===== src/hdl/header_length_frame_receiver_macros.svh =====
// Assertion shorthands for the frame receiver.
// Each macro expects signals named clk and rst in the scope where it is used.
`ifndef HEADER_LENGTH_FRAME_RECEIVER_MACROS_SVH
`define HEADER_LENGTH_FRAME_RECEIVER_MACROS_SVH

// Same-cycle implication.
`define HLFR_ASSERT_NOW(label, ante, cons, msg) \
  label: assert property (@(posedge clk) disable iff (rst) (ante) |-> (cons)) \
    else $error(msg);

// Next-cycle implication.
`define HLFR_ASSERT_NEXT(label, ante, cons, msg) \
  label: assert property (@(posedge clk) disable iff (rst) (ante) |=> (cons)) \
    else $error(msg);

`endif


===== src/hdl/hlfr_pkg.sv =====
package hlfr_pkg;

  localparam int BUF_DEPTH_DEF = 64;

  localparam int OPCODE_W = 2;
  localparam int BYTE_W   = 8;
  localparam int INDEX_W  = 6;

  localparam logic [OPCODE_W-1:0] OP_RECV    = 2'd0;
  localparam logic [OPCODE_W-1:0] OP_RELEASE = 2'd1;
  localparam logic [OPCODE_W-1:0] OP_READ    = 2'd2;

  localparam logic [BYTE_W-1:0] MARK_A    = 8'hFE;
  localparam logic [BYTE_W-1:0] MARK_B    = 8'hEF;
  localparam logic [BYTE_W-1:0] MARK_SUM  = 8'(MARK_A + MARK_B);
  localparam logic [BYTE_W-1:0] SUM_GOOD  = 8'hFF;

endpackage


===== src/hdl/hlfr_item_if.sv =====
interface hlfr_item_if;
  import hlfr_pkg::*;

  logic                valid;
  logic                ready;
  logic [OPCODE_W-1:0] opcode;
  logic [BYTE_W-1:0]   rx_byte;
  logic [INDEX_W-1:0]  read_index;

  modport source (output valid, opcode, rx_byte, read_index, input ready);
  modport sink   (input valid, opcode, rx_byte, read_index, output ready);
endinterface


===== src/hdl/hlfr_result_if.sv =====
interface hlfr_result_if;
  import hlfr_pkg::*;

  logic              valid;
  logic              ready;
  logic              frame_ready;
  logic              frame_done;
  logic              checksum_bad;
  logic [BYTE_W-1:0] read_byte;

  modport source (output valid, frame_ready, frame_done, checksum_bad, read_byte,
                  input ready);
  modport sink   (input valid, frame_ready, frame_done, checksum_bad, read_byte,
                  output ready);
endinterface


===== src/hdl/header_length_frame_receiver.sv =====
// Channel | Dir | Payload                                            | Transaction when
// --------+-----+----------------------------------------------------+-----------------
// item    | in  | opcode, rx_byte, read_index                        | valid & ready
// result  | out | frame_ready, frame_done, checksum_bad, read_byte   | valid & ready
//
// One item per cycle while the result queue has room; each item yields one result,
// registered through the frame store read register and then a three-entry result queue.
// Parser state, the frame store and its valid bits update at the item's transaction.
// rst (synchronous) clears parser state, the valid bits and the queue; the store
// reads as zero until an entry is written, so no clearing pass is needed.
// item.ready drops only when the queue plus the stage in flight hold three results.
module header_length_frame_receiver #(
  parameter int BUF_DEPTH = hlfr_pkg::BUF_DEPTH_DEF
) (
  input logic           clk,
  input logic           rst,
  hlfr_item_if.sink     item,
  hlfr_result_if.source result
);
  import hlfr_pkg::*;

  `include "header_length_frame_receiver_macros.svh"

  // Write position width; range widths fit a depth of up to 256 plus margin.
  localparam int AW = $clog2(BUF_DEPTH);
  localparam logic [8:0]  DEPTH_W = 9'(BUF_DEPTH);
  localparam logic [AW:0] WRAP_AT = (AW+1)'(BUF_DEPTH);
  localparam int Q_DEPTH = 3;

  typedef struct packed {
    logic              frame_ready;
    logic              frame_done;
    logic              checksum_bad;
    logic              rd_en;      // read item with index inside the store
    logic              rd_head;    // index hits the header copy (positions 0..2)
    logic [BYTE_W-1:0] head_byte;
  } stage_t;

  typedef struct packed {
    logic              frame_ready;
    logic              frame_done;
    logic              checksum_bad;
    logic [BYTE_W-1:0] read_byte;
  } result_t;

  // ---------------------------------------------------------------------------
  // Parser state
  // ---------------------------------------------------------------------------
  logic [AW-1:0]     wp, wp_next;
  logic              saw, saw_next;
  logic              in_frame, in_frame_next;
  logic              held, held_next;
  logic [BYTE_W-1:0] sum, sum_next;

  // Positions 0..2 live in flops too: header writes hit 0 and 1 in the same
  // cycle as the regular write, and the length at 2 is checked every byte.
  logic [BYTE_W-1:0] head [3];

  // Frame store: one write port at wp, one registered read port.
  logic [BYTE_W-1:0]    mem [BUF_DEPTH];
  logic [BUF_DEPTH-1:0] vld;
  logic [BYTE_W-1:0]    mem_q;
  logic                 vld_q;

  logic              in_acc, is_recv, take, rel, hdr, complete, good, wrap;
  logic [BYTE_W-1:0] b, sum_add, len_now, head_rd;
  logic [AW-1:0]     wp_base;
  logic [AW:0]       wp_inc;
  logic [8:0]        ridx_w;
  logic [AW-1:0]     raddr;
  logic              ridx_ok;

  // Result path
  stage_t                    s1;
  logic                      s1_v;
  logic [BYTE_W-1:0]         s1_rd;
  result_t                   q [Q_DEPTH];
  logic [1:0]                q_wr, q_rd, q_count;
  logic                      pop;
  logic [2:0]                occ;

  assign occ        = 3'(q_count) + 3'(s1_v);
  assign item.ready = (occ < 3'(Q_DEPTH));
  assign in_acc     = item.valid && item.ready;

  assign b       = item.rx_byte;
  assign is_recv = in_acc && (item.opcode == OP_RECV);
  assign rel     = in_acc && (item.opcode == OP_RELEASE);
  assign take    = is_recv && !held;       // byte stored and parsed
  assign hdr     = take && (b == MARK_B) && saw;
  assign sum_add = sum + b;

  // Length as it stands after this byte's write.
  assign len_now  = (wp == AW'(2)) ? b : head[2];
  assign complete = take && !hdr && in_frame && (9'(wp) > (9'(len_now) + 9'd2));
  assign good     = complete && (sum_add == SUM_GOOD);

  // Completion resets to 0 and the header to 1 before the common advance.
  always_comb begin
    priority if (complete) begin
      wp_base = '0;
    end else if (hdr) begin
      wp_base = AW'(1);
    end else begin
      wp_base = wp;
    end
  end
  assign wp_inc = {1'b0, wp_base} + (AW+1)'(1);
  assign wrap   = (wp_inc == WRAP_AT);

  always_comb begin
    wp_next       = wp;
    saw_next      = saw;
    in_frame_next = in_frame;
    held_next     = held;
    sum_next      = sum;
    if (take) begin
      saw_next = (b == MARK_A) && !complete;
      sum_next = hdr ? MARK_SUM : sum_add;
      if (hdr) begin
        in_frame_next = 1'b1;
      end else if (complete) begin
        in_frame_next = 1'b0;
      end
      if (good) begin
        held_next = 1'b1;
      end
    end
    if (rel) begin
      held_next = 1'b0;
    end
    // Position advances even while a frame is held; a wrap abandons the frame.
    if (is_recv) begin
      wp_next = wrap ? '0 : wp_inc[AW-1:0];
      if (wrap) begin
        in_frame_next = 1'b0;
      end
    end
  end

  always_ff @(posedge clk) begin
    if (rst) begin
      wp       <= '0;
      saw      <= 1'b0;
      in_frame <= 1'b0;
      held     <= 1'b0;
      sum      <= '0;
    end else begin
      wp       <= wp_next;
      saw      <= saw_next;
      in_frame <= in_frame_next;
      held     <= held_next;
      sum      <= sum_next;
    end
  end

  // Header copy; later assignments win, so the markers override a wp write.
  always_ff @(posedge clk) begin
    if (rst) begin
      for (int k = 0; k < 3; k++) begin
        head[k] <= '0;
      end
    end else if (take) begin
      for (int k = 0; k < 3; k++) begin
        if (wp == AW'(k)) begin
          head[k] <= b;
        end
      end
      if (hdr) begin
        head[0] <= MARK_A;
        head[1] <= MARK_B;
      end
    end
  end

  // ---------------------------------------------------------------------------
  // Frame store
  // ---------------------------------------------------------------------------
  assign ridx_w  = 9'(item.read_index);
  assign ridx_ok = (ridx_w < DEPTH_W);
  assign raddr   = ridx_w[AW-1:0];

  always_ff @(posedge clk) begin
    if (take) begin
      mem[wp] <= b;
    end
    if (in_acc) begin
      mem_q <= mem[raddr];
    end
  end

  always_ff @(posedge clk) begin
    if (rst) begin
      vld   <= '0;
      vld_q <= 1'b0;
    end else begin
      if (take) begin
        vld[wp] <= 1'b1;
      end
      if (in_acc) begin
        vld_q <= vld[raddr];
      end
    end
  end

  always_comb begin
    unique case (item.read_index[1:0])
      2'd0:    head_rd = head[0];
      2'd1:    head_rd = head[1];
      2'd2:    head_rd = head[2];
      default: head_rd = '0;
    endcase
  end

  // ---------------------------------------------------------------------------
  // Stage 1: flags plus read select, aligned with the store read register
  // ---------------------------------------------------------------------------
  always_ff @(posedge clk) begin
    if (rst) begin
      s1_v <= 1'b0;
    end else begin
      s1_v <= in_acc;
    end
  end

  always_ff @(posedge clk) begin
    if (in_acc) begin
      s1.frame_ready  <= held_next;
      s1.frame_done   <= good;
      s1.checksum_bad <= complete && !good;
      s1.rd_en        <= (item.opcode == OP_READ) && ridx_ok;
      s1.rd_head      <= (ridx_w < 9'd3);
      s1.head_byte    <= head_rd;
    end
  end

  // Unwritten store entries read as zero.
  always_comb begin
    priority if (!s1.rd_en) begin
      s1_rd = '0;
    end else if (s1.rd_head) begin
      s1_rd = s1.head_byte;
    end else begin
      s1_rd = vld_q ? mem_q : '0;
    end
  end

  // ---------------------------------------------------------------------------
  // Result queue: decouples the result side from the item side
  // ---------------------------------------------------------------------------
  assign pop = result.valid && result.ready;

  always_ff @(posedge clk) begin
    if (s1_v) begin
      q[q_wr] <= '{frame_ready:  s1.frame_ready,
                   frame_done:   s1.frame_done,
                   checksum_bad: s1.checksum_bad,
                   read_byte:    s1_rd};
    end
  end

  always_ff @(posedge clk) begin
    if (rst) begin
      q_wr    <= '0;
      q_rd    <= '0;
      q_count <= '0;
    end else begin
      if (s1_v) begin
        q_wr <= (q_wr == 2'(Q_DEPTH - 1)) ? '0 : q_wr + 2'd1;
      end
      if (pop) begin
        q_rd <= (q_rd == 2'(Q_DEPTH - 1)) ? '0 : q_rd + 2'd1;
      end
      q_count <= 2'(3'(q_count) + 3'(s1_v) - 3'(pop));
    end
  end

  assign result.valid        = (q_count != 2'd0);
  assign result.frame_ready  = q[q_rd].frame_ready;
  assign result.frame_done   = q[q_rd].frame_done;
  assign result.checksum_bad = q[q_rd].checksum_bad;
  assign result.read_byte    = q[q_rd].read_byte;

  // ---------------------------------------------------------------------------
  // Checks
  // ---------------------------------------------------------------------------
  `HLFR_ASSERT_NOW(a_no_overflow, s1_v, q_count != 2'(Q_DEPTH) || pop, "result queue overflow")
  `HLFR_ASSERT_NOW(a_flags_excl, s1_v, !(s1.frame_done && s1.checksum_bad), "good and bad at once")
  `HLFR_ASSERT_NOW(a_ready_tracks, s1_v, s1.frame_ready == held, "frame_ready out of step with hold")
  `HLFR_ASSERT_NEXT(a_release, rel, !held, "release did not drop the hold")
  `HLFR_ASSERT_NOW(a_wp_range, 1'b1, 9'(wp) < DEPTH_W, "write position past the store")

endmodule


===== src/flat_wrapper.sv =====
// flat-port wrapper written by rule: the top's interface ports become plain ports
module header_length_frame_receiver_flat import hlfr_pkg::*;
#(
  parameter int BUF_DEPTH = hlfr_pkg::BUF_DEPTH_DEF
)
  (clk, rst, item_valid, item_opcode, item_rx_byte, item_read_index, item_ready, result_valid, result_frame_ready, result_frame_done, result_checksum_bad, result_read_byte, result_ready);
  hlfr_item_if item_i ();
  hlfr_result_if result_i ();
  input logic clk;
  input logic rst;
  input wire logic [$bits(item_i.valid)-1:0] item_valid;
  input wire logic [$bits(item_i.opcode)-1:0] item_opcode;
  input wire logic [$bits(item_i.rx_byte)-1:0] item_rx_byte;
  input wire logic [$bits(item_i.read_index)-1:0] item_read_index;
  output wire logic [$bits(item_i.ready)-1:0] item_ready;
  output wire logic [$bits(result_i.valid)-1:0] result_valid;
  output wire logic [$bits(result_i.frame_ready)-1:0] result_frame_ready;
  output wire logic [$bits(result_i.frame_done)-1:0] result_frame_done;
  output wire logic [$bits(result_i.checksum_bad)-1:0] result_checksum_bad;
  output wire logic [$bits(result_i.read_byte)-1:0] result_read_byte;
  input wire logic [$bits(result_i.ready)-1:0] result_ready;
  assign item_i.valid = item_valid;
  assign item_i.opcode = item_opcode;
  assign item_i.rx_byte = item_rx_byte;
  assign item_i.read_index = item_read_index;
  assign item_ready = item_i.ready;
  assign result_valid = result_i.valid;
  assign result_frame_ready = result_i.frame_ready;
  assign result_frame_done = result_i.frame_done;
  assign result_checksum_bad = result_i.checksum_bad;
  assign result_read_byte = result_i.read_byte;
  assign result_i.ready = result_ready;
  header_length_frame_receiver #(.BUF_DEPTH(BUF_DEPTH)) u_core (.clk(clk), .rst(rst), .item(item_i), .result(result_i));
endmodule

===== config.mk =====
export PLATFORM = sky130hd
export DESIGN_NAME = header_length_frame_receiver_flat
export DESIGN_NICKNAME = d
export VERILOG_FILES = /design/src/hdl/hlfr_pkg.sv /design/src/hdl/hlfr_item_if.sv /design/src/hdl/hlfr_result_if.sv /design/src/hdl/header_length_frame_receiver.sv /design/src/flat_wrapper.sv
export VERILOG_INCLUDE_DIRS = /design/src /design/src/hdl
export SDC_FILE = /design/constraint.sdc
export NUM_CORES = 1
export LEC_CHECK = 0
export BUFFER_PORTS_ARGS = -buffer_cell sky130_fd_sc_hd__buf_2
export CELL_PAD_IN_SITES_DETAIL_PLACEMENT = 1
export CELL_PAD_IN_SITES_GLOBAL_PLACEMENT = 1
export CORE_MARGIN = 2
export CORE_UTILIZATION = 53
export DETAILED_ROUTE_END_ITERATION = 8
export PLACE_DENSITY = 0.83
export SLEW_MARGIN = 25
export SYNTH_ARGS = -nofsm -noshare
export SYNTH_HDL_FRONTEND = slang
export SYNTH_SLANG_ARGS = --single-unit

===== constraint.sdc =====
create_clock -name clk -period 5.7 [get_ports clk]
set_clock_uncertainty 0.15 [all_clocks]
set_input_delay 1.14 -clock clk [delete_from_list [all_inputs] [get_ports clk]]
set_output_delay 1.14 -clock clk [all_outputs]
set_load 0.02 [all_outputs]

Yosys cells after proc, flatten, opt, wreduce, memory -nomap -nowiden
Memories as Yosys holds them, arrays and structs flattened. A register that Yosys moved wholly into a read port is not among the register bits.
Index checks and enable logic that the tools add are counted.
{"block": "op_classes", "bitwise": 6, "div_mod_pow": 0, "n_mux": 52, "n_eq_ne": 12, "n_shift": 0, "add_sub_neg": 7, "reduce_logical": 23, "mul": 0, "order_cmp": 7}
{"cell": "$mux 8", "n": 10}
{"cell": "$or 64x64->64", "n": 1}
{"cell": "$mux 1", "n": 32}
{"cell": "$eq 8x8->1 const B", "n": 3}
{"cell": "$pmux 8 s3", "n": 1}
{"cell": "$lt 6x7->1 const B", "n": 3}
{"cell": "$mux 6", "n": 3}
{"cell": "$logic_and 1x1->1", "n": 15}
{"cell": "$add 8x2->9 const B", "n": 1}
{"cell": "$gt 6x9->1", "n": 1}
{"cell": "$add 8x8->8", "n": 1}
{"cell": "$eq 2x2->1 const B", "n": 4}
{"cell": "$mux 2", "n": 4}
{"cell": "$add 6x1->7 const B", "n": 1}
{"cell": "$eq 7x7->1 const B", "n": 1}
{"cell": "$bmux 1 s6", "n": 1}
{"cell": "$demux 1 s6", "n": 1}
{"cell": "$eq 6x1->1 const B", "n": 1}
{"cell": "$eq 6x2->1 const B", "n": 1}
{"cell": "$ge 6x1->1 const B", "n": 1}
{"cell": "$logic_not 6->1", "n": 1}
{"cell": "$lt 6x2->1 const B", "n": 1}
{"cell": "$or 1x1->1", "n": 5}
{"cell": "$add 2x1->2 const B", "n": 2}
{"cell": "other kinds (7)", "n": 12}
{"block": "totals", "in_bits": 20, "ff_bits": 102, "latchBits": 0, "ramBits": 569, "elab_cells": 127, "n_memories": 3, "rom_bits": 0, "out_inout_bits": 13}
{"name": "u_core.mem", "words": 64, "word_bits": 8, "read_ports": 1, "rd_ports_with_merged_regs": 1, "wr": 1, "line_no": "header_length_frame_receiver.sv:60", "rtl": "logic [BYTE_W-1:0] mem [BUF_DEPTH];"}
{"name": "u_core.q", "words": 3, "word_bits": 11, "read_ports": 1, "rd_ports_with_merged_regs": 1, "wr": 1, "line_no": "header_length_frame_receiver.sv:77", "rtl": "result_t q [Q_DEPTH];"}
{"name": "u_core.head", "words": 3, "word_bits": 8, "read_ports": 3, "rd_ports_with_merged_regs": 0, "wr": 3, "line_no": "header_length_frame_receiver.sv:57", "rtl": "logic [BYTE_W-1:0] head [3];"}

Longest topological paths before layout
Gate-level depths: netlist (run 1).
{"block": "logic_depth", "depth_word": 16, "mapped_depth": 21, "mapped_depth_nobuf": 19}

Least setup slack after synthesis (run 1)
Ideal clock, no wire load.
{"block": "synth_path", "path_kind": "flip-flop to flip-flop", "startpoint": "register u_core.wp[0]", "endpoint": "register u_core.wp[4]", "path_buffers": 2, "t_arrival_ns": 3.803, "setup_ns": 0.059, "path_stages_with_launch": 22, "setup_slack_ns": 1.688, "required_ns": 5.491, "period_less_slack_ns": 4.012, "cell_sequence": "dfxtp_1 -> buf_6 -> or3b_4 -> or2_1 -> buf_6 -> mux2_2 -> ha_1 -> inv_1 -> xnor2_1 -> ha_1 -> and3_1 -> o21ai_0 -> a31oi_1 -> o211a_4 -> and2_4 -> a21oi_1 -> ha_1 -> nand3_1 -> or3_1 -> nor3_1 -> o2bb2ai_1 -> nand2_1"}
{"block": "synth_between", "elab_chain_len": 9, "word_cells_on_any_way": 10, "classes_between": "add/sub: 2; order compare: 1; eq/ne: 2; mux: 4; reduce/logical: 1"}
{"element": "from (decl)", "line_no": "header_length_frame_receiver.sv:49", "rtl": "logic [AW-1:0] wp, wp_next;"}
{"element": "from (signal assigned)", "line_no": "header_length_frame_receiver.sv:149", "rtl": "wp <= wp_next;"}
{"element": "$eq 6x2->1", "line_no": "header_length_frame_receiver.sv:94", "rtl": "assign len_now = (wp == AW'(2)) ? b : head[2];"}
{"element": "$mux 8", "line_no": "header_length_frame_receiver.sv:94"}
{"element": "$add 8x2->9", "line_no": "header_length_frame_receiver.sv:95", "rtl": "assign complete = take && !hdr && in_frame && (9'(wp) > (9'(len_now) + 9'd2));"}
{"element": "$gt 6x9->1", "line_no": "header_length_frame_receiver.sv:95"}
{"element": "$logic_and 1x1->1", "line_no": "header_length_frame_receiver.sv:95"}
{"element": "$mux 6 (*)", "line_no": "header_length_frame_receiver.sv:100", "rtl": "priority if (complete) begin"}
{"element": "$add 6x1->7 (*)", "line_no": "header_length_frame_receiver.sv:108", "rtl": "assign wp_inc = {1'b0, wp_base} + (AW+1)'(1);"}
{"element": "$eq 7x7->1", "line_no": "header_length_frame_receiver.sv:109", "rtl": "assign wrap = (wp_inc == WRAP_AT);"}
{"element": "$mux 6 (*)", "line_no": "header_length_frame_receiver.sv:134", "rtl": "wp_next = wrap ? '0 : wp_inc[AW-1:0];"}
Every way passes the cells marked *; elsewhere a longest branch is shown, timed or not.
A chain may end at the register's enable or synchronous reset.

Worst setup path after layout (run 1)
{"block": "layout_path", "startpoint": "register u_core.wp[3]", "endpoint": "register u_core.wp[4]"}
The elaborated chain is that of the path after synthesis.

==> flow_summary.toml, run 1 <==
[setup_path]
arrival_ps = 5280
critical_path_required_ps = 6090
cp-end-kind = "register"
crit_path_start_kind = "register"
crit_type = "reg -> reg"
cp_max_fo = 14
crit_start = "u_core.wp[3]"
rr_startpoint = "u_core.wp[3]"

[final_layout]
ff_latch_area_um2 = 19400
area_growth_pct = 11.5
nNetsFinal = 1563
drive_gt1_share_pct = 23.8
multiInputGateArea_um2 = 7350
nFillCells = 4328
fin_area_um2 = 30300

[global_route]
grt_max_degree = 76
grt_usage_pct = 27.1
grt_pass1_vias = 15400
antenna_found_initial = 4
grt_overflow = 0
grt_pass1_wl_um = 104000

[sta]
max_freq_mhz = 204
relSlewSlack_pct = 25.8
rsz0062_at_grt = "no"
finalHoldViolCount = 0
whs_ps = 318
layout_min_cycle_time_ps = 4890
fin_ws_ps = 808
worstMarginPinSlew_ps = 1110
period_share_pct = 85.8
tns_ps = 0
drv_slew = 0
finalSetupViolations = 0

[worst_hold_path]
hp-start = "u_core.vld[6]"
hold_path.class = "reg -> reg"

[cts]
post_cts_buffers = 0
ctsHoldBuffers = 0
ctsResizeCount = 0
ctsHtreeMaxLevel = 3
cts_tree = "built"
clock_latency_ps = 620
numClockSinks = 681
cts-root-buf = "clkbuf_16"
clk_pin_slew_ps = 60
clockBufferDepth = 3
cts_made_buffers = 68

[detailed_routing]
vias = 14500
vias_per_cell = 6.44
wl_per_cell_um = 30.8
ant_nets = 0
wl_um = 69400
post-route-drc-count = 0
first_iter_violations = 1631
drt_first_pass_iters = 5

[logic_synthesis]
syn-num-nets = 1502
synth-async-reset-ratio_pct = 0
synth_area_leaders = "edfxtp_1 64%, mux4_2 15%, dfxtp_1 7.9%"
netlist_area_um2 = 27100
yosys_most_used_dff = "edfxtp_1"
ys_seq_area_share_pct = 71.4
synthesis.instances = 1463
synth_cell_types = 66
synth_edf_count = 574
synth_area_per_cell_um2 = 18.5
yosysTopAreaCellShare_pct = 63.5
synth_top_area_cell = "edfxtp_1"
synth_warnings = 0
synth.ff_latch_count = 681

[power]
p_comb_share_pct = 6.9
switchingPower_mw = 2.39
p_int_mw = 8.28
swShare_pct = 22.4
power.density_nw_per_um2 = 353
power_leakage_nw = 9.83
power_mw = 10.7
vdd_drop_max_v = 0.000259
power_frac_seq_pct = 51.9
clkPwrFrac_pct = 41.1

[die]
initial_core_util_pct = 53.9
fp.coreArea_um2 = 50400
fp.dieW_um = 230
num_io_pins = 33
rows = 82
die_h_um = 230
die_area_um2 = 53000

[placed_design]
hpwlAfterDp_um = 43700
place_area_um2 = 28100
port_buffers = 32
place_worst_setup_slack_ps = 923
gp_congestion = 0.852

[run_status]
outcome = "complete, no violations"

[flow_run]
cap_violations = 0
cell families after synthesis:
family | count (synthesis) | share of synthesized area, %
flops | 681 | 71.4
simple gates | 267 | 4.81
mux | 217 | 16.2
compound gates | 181 | 4.84
buf+inv | 90 | 1.59
fa+ha+maj | 19 | 0.904
xor+xnor | 8 | 0.258
metal layers:
layer  routed length, um  share of wire (%)  global-route usage (%)
met5                  21              0.030                       0
met4                2680                3.9                    11.1
met3                4880                7.0                    5.32
met2               34900                 50                    45.0
met1               26900                 39                    35.3
cells in the final DEF (no fill, tap or decap), types with 25 or more instances in the layout:
cell	instances
buf_4	36
clkbuf_16	70
mux4_2	177
buf_2	29
nand2_1	65
o21a_1	69
o21ai_0	26
a22oi_1	26
dfxtp_1	107
clkbuf_1	25
nor2_1	87
edfxtp_1	574
mux2i_1	35
area by class of cell:
cell class,count,area share [%]
Multi-Input combinational cell,692,24.3
Antenna cell,1,0.00827
Timing Repair Buffer,69,1.59
Clock buffer,100,6.33
Clock inverter,24,0.814
Sequential cell,681,64.0
Tap cell,672,2.78
Inverter,12,0.149
cells in the mapped netlist (all sizes together) (18+ instances only):
cell type and number:
mux4 177, o21a 69, nor2 95, nand2 65, a22oi 26, edfxtp 574
buf 43, mux2i 35, o21ai 26, clkbuf 35, dfxtp 107, nor2b 18
ha 18
state kept, by name (all words and copies together) (netlist names), named ones only:
signal / count
u_core.wp: 6
u_core.s1: 13
u_core.in_frame: 1
u_core.s1_v: 1
u_core.sum: 8
u_core.q_count: 2
u_core.head: 24
u_core.q: 33
u_core.vld_q: 1
u_core.mem_q: 8
u_core.q_rd: 2
u_core.q_wr: 2
u_core.saw: 1
u_core.vld: 64
u_core.mem: 512
u_core.held: 1
path summary, 6_finish.rpt:
kind,end,slack (ps),cells past startpoint
min,u_core.vld[6],320,1
min reg2reg,u_core.vld[6],320,1
max,u_core.wp[4],810,19
max reg2reg,u_core.wp[4],810,19
worst max-delay path: stages, from the launching register on:
cell and delay [ps]:
dfxtp_1 630, or3_1 470, or2_1 490, mux2_2 420
ha_1 220, inv_1 100, xnor2_1 130, ha_1 260
and3_1 210, o21ai_0 80, a31oi_1 120, o211a_4 280
and2_4 160, a21oi_1 140, ha_1 240, nand3_1 130
or3_1 350, nor3_1 130, o2bb2ai_1 80, nand2_1 50
power by group through the flow:
stage	Sequential (mW)	Combinational [mW]	Clock, mW
after floorplan	5.60	0.481	0
after global placement	5.64	0.711	0
after detailed placement	5.65	0.743	0
after CTS	5.54	0.746	4.43
after global routing	5.55	0.794	4.61
final	5.54	0.740	4.39
through the flow:
stage / utilization [%] / instances
2_1_floorplan: - / 1463
3_3_place_gp: 55.7 / 2126
3_5_place_dp: 55.7 / 2126
4_1_cts: 60.0 / 2250
5_1_grt: 60.1 / 2250
6_report: 60.1 / 2251
Power figures use the tool's default switching activity.
==> run 2, diff against run 1 <==
--- a/config.mk
+++ b/config.mk
@@ -11,7 +11,7 @@
 export CELL_PAD_IN_SITES_GLOBAL_PLACEMENT = 1
 export CORE_MARGIN = 2
-export CORE_UTILIZATION = 53
+export CORE_UTILIZATION = 55
 export DETAILED_ROUTE_END_ITERATION = 8
-export PLACE_DENSITY = 0.83
+export PLACE_DENSITY = 0.85
 export SLEW_MARGIN = 25
 export SYNTH_ARGS = -nofsm -noshare
==> constraint.sdc (replaced) <==
create_clock -name clk -period 5.7 [get_ports clk]
set_clock_uncertainty 0.15 [all_clocks]
set_input_delay 0 -clock clk [delete_from_list [all_inputs] [get_ports clk]]
set_output_delay 0 -clock clk [all_outputs]
set_load 0.02 [all_outputs]
==> flow_summary.toml, run 2 (synthesis gave the netlist of run 1 again) <==
[power]
vdd_drop_max_v = 0.000304
power.density_nw_per_um2 = 355
power_leakage_nw = 9.87

[global_route]
grt_pass1_wl_um = 105000
antenna_found_initial = 2
grt_overflow = 0
grt_max_degree = 92
grt_usage_pct = 28.7
grt_pass1_vias = 15600

[final_layout]
largest_reg_flops = 512
multiInputGateArea_um2 = 7350
fin_cells = 2246
nFillCells = 4163
top_regs = "u_core.mem x512, u_core.vld x64, u_core.q x33"
largest_register = "u_core.mem"
layout_common_cells = "574 x edfxtp_1, 177 x mux4_2, 107 x dfxtp_1"
final_common_cell = "edfxtp_1"
ff_latch_area_um2 = 19400
area_growth_pct = 12.0
drive_gt1_share_pct = 22.7
nNetsFinal = 1565

[detailed_routing]
post-route-drc-count = 0
wl_um = 70500
drt_first_pass_iters = 6
vias_per_cell = 6.56
wl_per_cell_um = 31.4
vias = 14700
ant_nets = 0
first_iter_violations = 1447

[die]
die_area_um2 = 51100
initial_core_util_pct = 55.6
num_io_pins = 33
fp.coreArea_um2 = 48800
rows = 81
die_h_um = 226
fp.dieW_um = 226

[sta]
rsz0062_at_grt = "no"
tns_ps = 0
period_share_pct = 89.1
layout_min_cycle_time_ps = 5080
finalHoldViolCount = 0
worstMarginPinSlew_ps = 1030
finalSetupViolations = 0
relSlewSlack_pct = 31.3
max_freq_mhz = 197
drv_slew = 0

[cts]
clockBufferDepth = 3
cts_made_buffers = 68
clk_pin_slew_ps = 60
numClockSinks = 681
cts-root-buf = "clkbuf_16"
ctsHtreeMaxLevel = 3
post_cts_buffers = 0
clock_latency_ps = 620
cts_tree = "built"

[setup_path]
path_common_cell = "ha_1"
arrival_ps = 5470
cp_max_fo = 14
crit_path_start_kind = "register"
worstPathCellList = "or3_1, or2_1, mux2_2, ha_1, inv_1, xnor2_1, ha_1, and3_1, o21ai_0, a31oi_1, o211a_4, and2_4, a21oi_1, ha_1, nand3_1, or3_1, nor3_1, o2bb2ai_1, nand2_1"
cpMaxStageDelayCell = "dfxtp_1"
cp-end-kind = "register"
path_delay_family = "simple AND/OR/NAND/NOR gates"
cpPeakStageDelay_ps = 600
critical_path_required_ps = 6090
crit_type = "reg -> reg"
cp.buffers_inverters = 1

[placed_design]
hpwlAfterDp_um = 43400
port_buffers = 32
gp_congestion = 0.883
placed_cells = 2101

[run_status]
outcome = "complete, no violations"

[flow_run]
cap_violations = 0

[worst_hold_path]
hold_path.class = "in -> reg"
run 2: cell count changes in the layout (fill, tap and decap cells not counted), moves of 4 or more:
cell	before	now
buf_4	36	17
dlygate4sd3_1	0	19
clkbuf_1	25	13
clkinv_1	6	14
inv_6	5	1
run 2: final cells by class:
| cell class | instances | share of cell area (%) |
|---|---|---|
| Tap cell | 664 | 2.73 |
| Clock buffer | 90 | 6.28 |
| Antenna cell | 3 | 0.0247 |
| Sequential cell | 681 | 63.8 |
| Inverter | 12 | 0.148 |
| Clock inverter | 33 | 1.02 |
| Multi-Input combinational cell | 692 | 24.2 |
| Timing Repair Buffer | 71 | 1.85 |
run 2: worst reg2reg max path: cells and delay by family (launching register included):
family / cells / cell delay, ps
fa+ha+maj: 3 / 770
mux: 1 / 440
buf+inv: 1 / 100
flops: 1 / 600
simple gates: 8 / 2040
compound gates: 5 / 780
xor+xnor: 1 / 160
run 2: metrics by stage:
| step | hold slack (ps) | area [um2] | utilization [%] | setup WS (ps) | power (mW) |
|---|---|---|---|---|---|
| floorplan | -51.1 | 27100 | - | 1690 | 6.09 |
| global placement | 162 | 27900 | 57.2 | 1130 | 6.34 |
| detailed placement | 186 | 28000 | 57.2 | 847 | 6.39 |
| CTS | 65.8 | 30400 | 62.2 | 729 | 10.8 |
| global route | 149 | 30400 | 62.2 | 290 | 11.1 |
| finish | 102 | 30400 | 62.2 | 621 | 10.8 |
run 2: layer usage:
layer / track usage (%) / share of wire, % / wire length (um) / vias to the layer above
met2: 48.7 / 51 / 36000 / 662
met4: 10.5 / 3.0 / 2130 / 2
met5: 0 / 0.018 / 13 / -
met3: 4.97 / 7.0 / 4940 / 135
li1: - / - / - / 6050
met1: 37.7 / 39 / 27400 / 7877
run 2: worst paths after layout:
path / startpoint / endpoint / slack [ps] / depth (start not counted)
max: u_core.wp[3] / u_core.wp[4] / 620 / 19
min: item_read_index[2] / u_core.s1[8] / 100 / 4
max reg2reg: u_core.wp[3] / u_core.wp[4] / 620 / 19
min reg2reg: u_core.vld[55] / u_core.vld[55] / 310 / 1
run 2: power breakdown:
group          switching, mW  leakage, nW  internal (mW)
clock                   1.87         1.08           2.63
sequential            0.0620         6.07           5.48
combinational          0.472         2.72          0.288
run 2: timing repair:
| item | in CTS | in global routing |
|---|---|---|
| resized for setup | 0 | 0 |
| hold endpoints to repair | 153 | 0 |
| hold buffers | 19 | 0 |
==> run 3, diff against run 2 <==
- PLACE_DENSITY: 0.85 -> default
- PLACE_DENSITY_LB_ADDON: default -> 0.1
==> flow_summary.toml, run 3 (synthesis gave the netlist of run 1 again) <==
[final_layout]
nNetsFinal = 1571
largest_register = "u_core.mem"
final_util_pct = 62.2
area_growth_pct = 12.0
layout_common_cells = "574 x edfxtp_1, 177 x mux4_2, 107 x dfxtp_1"
antenna_cells = 0
multiInputGateArea_um2 = 7330
top_regs = "u_core.mem x512, u_core.vld x64, u_core.q x33"
fin_area_um2 = 30400
largest_reg_flops = 512
ff_latch_area_um2 = 19400
nFillCells = 4189
final_common_cell = "edfxtp_1"
drive_gt1_share_pct = 22.7

[cts]
clockBufferDepth = 3
ctsHtreeMaxLevel = 3
ctsResizeCount = 0
clk_pin_slew_ps = 60
cts_made_buffers = 71
cts_tree = "built"
numClockSinks = 681
clock_latency_ps = 620
cts-root-buf = "clkbuf_16"

[setup_path]
crit_start = "u_core.wp[4]"
rr_startpoint = "u_core.wp[4]"
cp_max_fo = 14
critical_path_required_ps = 6090
worstRegToRegCells = 19
cp-end-kind = "register"
r2r_setup_slack_ps = 720
rr_endpoint = "u_core.wp[4]"
crit_path_start_kind = "register"
arrival_ps = 5370
crit_type = "reg -> reg"

[sta]
max_freq_mhz = 201
tns_ps = 0
rsz0062_at_grt = "no"
period_share_pct = 87.4
worstMarginPinSlew_ps = 1050
finalSetupViolations = 0
layout_min_cycle_time_ps = 4980
finalHoldViolCount = 0
relSlewSlack_pct = 29.5
drv_slew = 0

[die]
fp.dieW_um = 226
die_h_um = 226
num_io_pins = 33
fp.coreArea_um2 = 48800
die_area_um2 = 51100
initial_core_util_pct = 55.6
rows = 81

[power]
p_int_mw = 8.39
power_leakage_nw = 9.89
power_frac_seq_pct = 51.4
swShare_pct = 22.1
switchingPower_mw = 2.38
vdd_drop_max_v = 0.000287
power_mw = 10.8
power.density_nw_per_um2 = 354
clkPwrFrac_pct = 41.7
p_comb_share_pct = 6.9

[flow_run]
cap_violations = 0

[detailed_routing]
wl_per_cell_um = 28.8
vias = 14200
drt_first_pass_iters = 5
wl_um = 64900
post-route-drc-count = 0
ant_nets = 0
vias_per_cell = 6.30
first_iter_violations = 1132

[placed_design]
place_area_um2 = 28000
gp_congestion = 0.832
hpwlAfterDp_um = 40600
port_buffers = 32

[global_route]
grt_overflow = 0
grt_pass1_wl_um = 97100
grt_pass1_vias = 14800
grt_max_degree = 87
antenna_found_initial = 4
grt_usage_pct = 26.6

[worst_hold_path]
hold_depth = 2
holdPathEnd = "u_core.mem[51][3]"
hold_path.class = "in -> reg"
hp-start = "item_rx_byte[3]"

[run_status]
outcome = "complete, no violations"
run 3: changes by cell type in the layout (fill, tap and decap cells not counted), sizes merged:
cell / change
clkinvlp: -2
inv: +2
clkbuf: +8
dlygate4sd3: -1
bufinv: -2
buf: +4
diode: -3
clkinv: -3
run 3: stage by stage:
| stage | std cells | setup WS, ps | hold slack, ps |
|---|---|---|---|
| final | 2249 | 719 | 6.85 |
| after global routing | 2249 | 460 | 29.4 |
| after CTS | 2249 | 804 | 2.34 |
| after detailed placement | 2105 | 922 | 176 |
| after global placement | 2105 | 1060 | 151 |
| after floorplan | 1463 | 1690 | -51.1 |
run 3: cell type report:
class / instances / share of cell area (%)
flip-flops and latches: 681 / 63.8
inverters: 12 / 0.148
clock inverters: 28 / 0.836
repair buffers: 74 / 1.81
clock buffers: 98 / 6.56
well taps: 664 / 2.73
multi-input cells: 692 / 24.1
run 3: worst max-delay path, stage by stage (launching register included):
cell and delay [ps]:
dfxtp_1 600, or3_1 490, or2_1 460, mux2_2 430, ha_1 220, inv_1 90
xnor2_1 130, ha_1 260, and3_1 200, o21ai_0 110, a31oi_1 150, o211a_4 300
and2_4 170, a21oi_1 120, ha_1 250, nand3_1 150, or3_1 350, nor3_1 150
o2bb2ai_1 80, nand2_1 50
run 3: how the worst max path moves through the flow:
| stage | endpoint | slack, ps | depth (start not counted) |
|---|---|---|---|
| finish | u_core.wp[4] | 720 | 19 |
| global route | u_core.wp[4] | 460 | 19 |
| CTS | u_core.wp[4] | 800 | 19 |
| detailed placement | u_core.wp[4] | 920 | 19 |
| global placement | u_core.wp[4] | 1060 | 19 |
| floorplan | u_core.wp[4] | 1690 | 21 |
run 3: metal layers:
layer / track usage [%] / wire length, um / up-vias
met2: 42.3 / 31400 / 449
met3: 5.05 / 3930 / 121
met5: 0 / 25 / -
li1: - / - / 6047
met1: 37.4 / 27500 / 7540
met4: 8.91 / 1950 / 4
run 3: what timing repair did:
item,4_1_cts,5_1_grt
hold buffers,18,0
setup buffers,0,0
endpoints found under the hold margin,181,0
run 3: power groups by stage:
stage / clock network, mW / registers [mW] / logic [mW]
2_1_floorplan: 0 / 5.60 / 0.481
3_3_place_gp: 0 / 5.64 / 0.719
3_5_place_dp: 0 / 5.64 / 0.733
4_1_cts: 4.56 / 5.54 / 0.749
5_1_grt: 4.73 / 5.54 / 0.801
6_report: 4.49 / 5.54 / 0.740
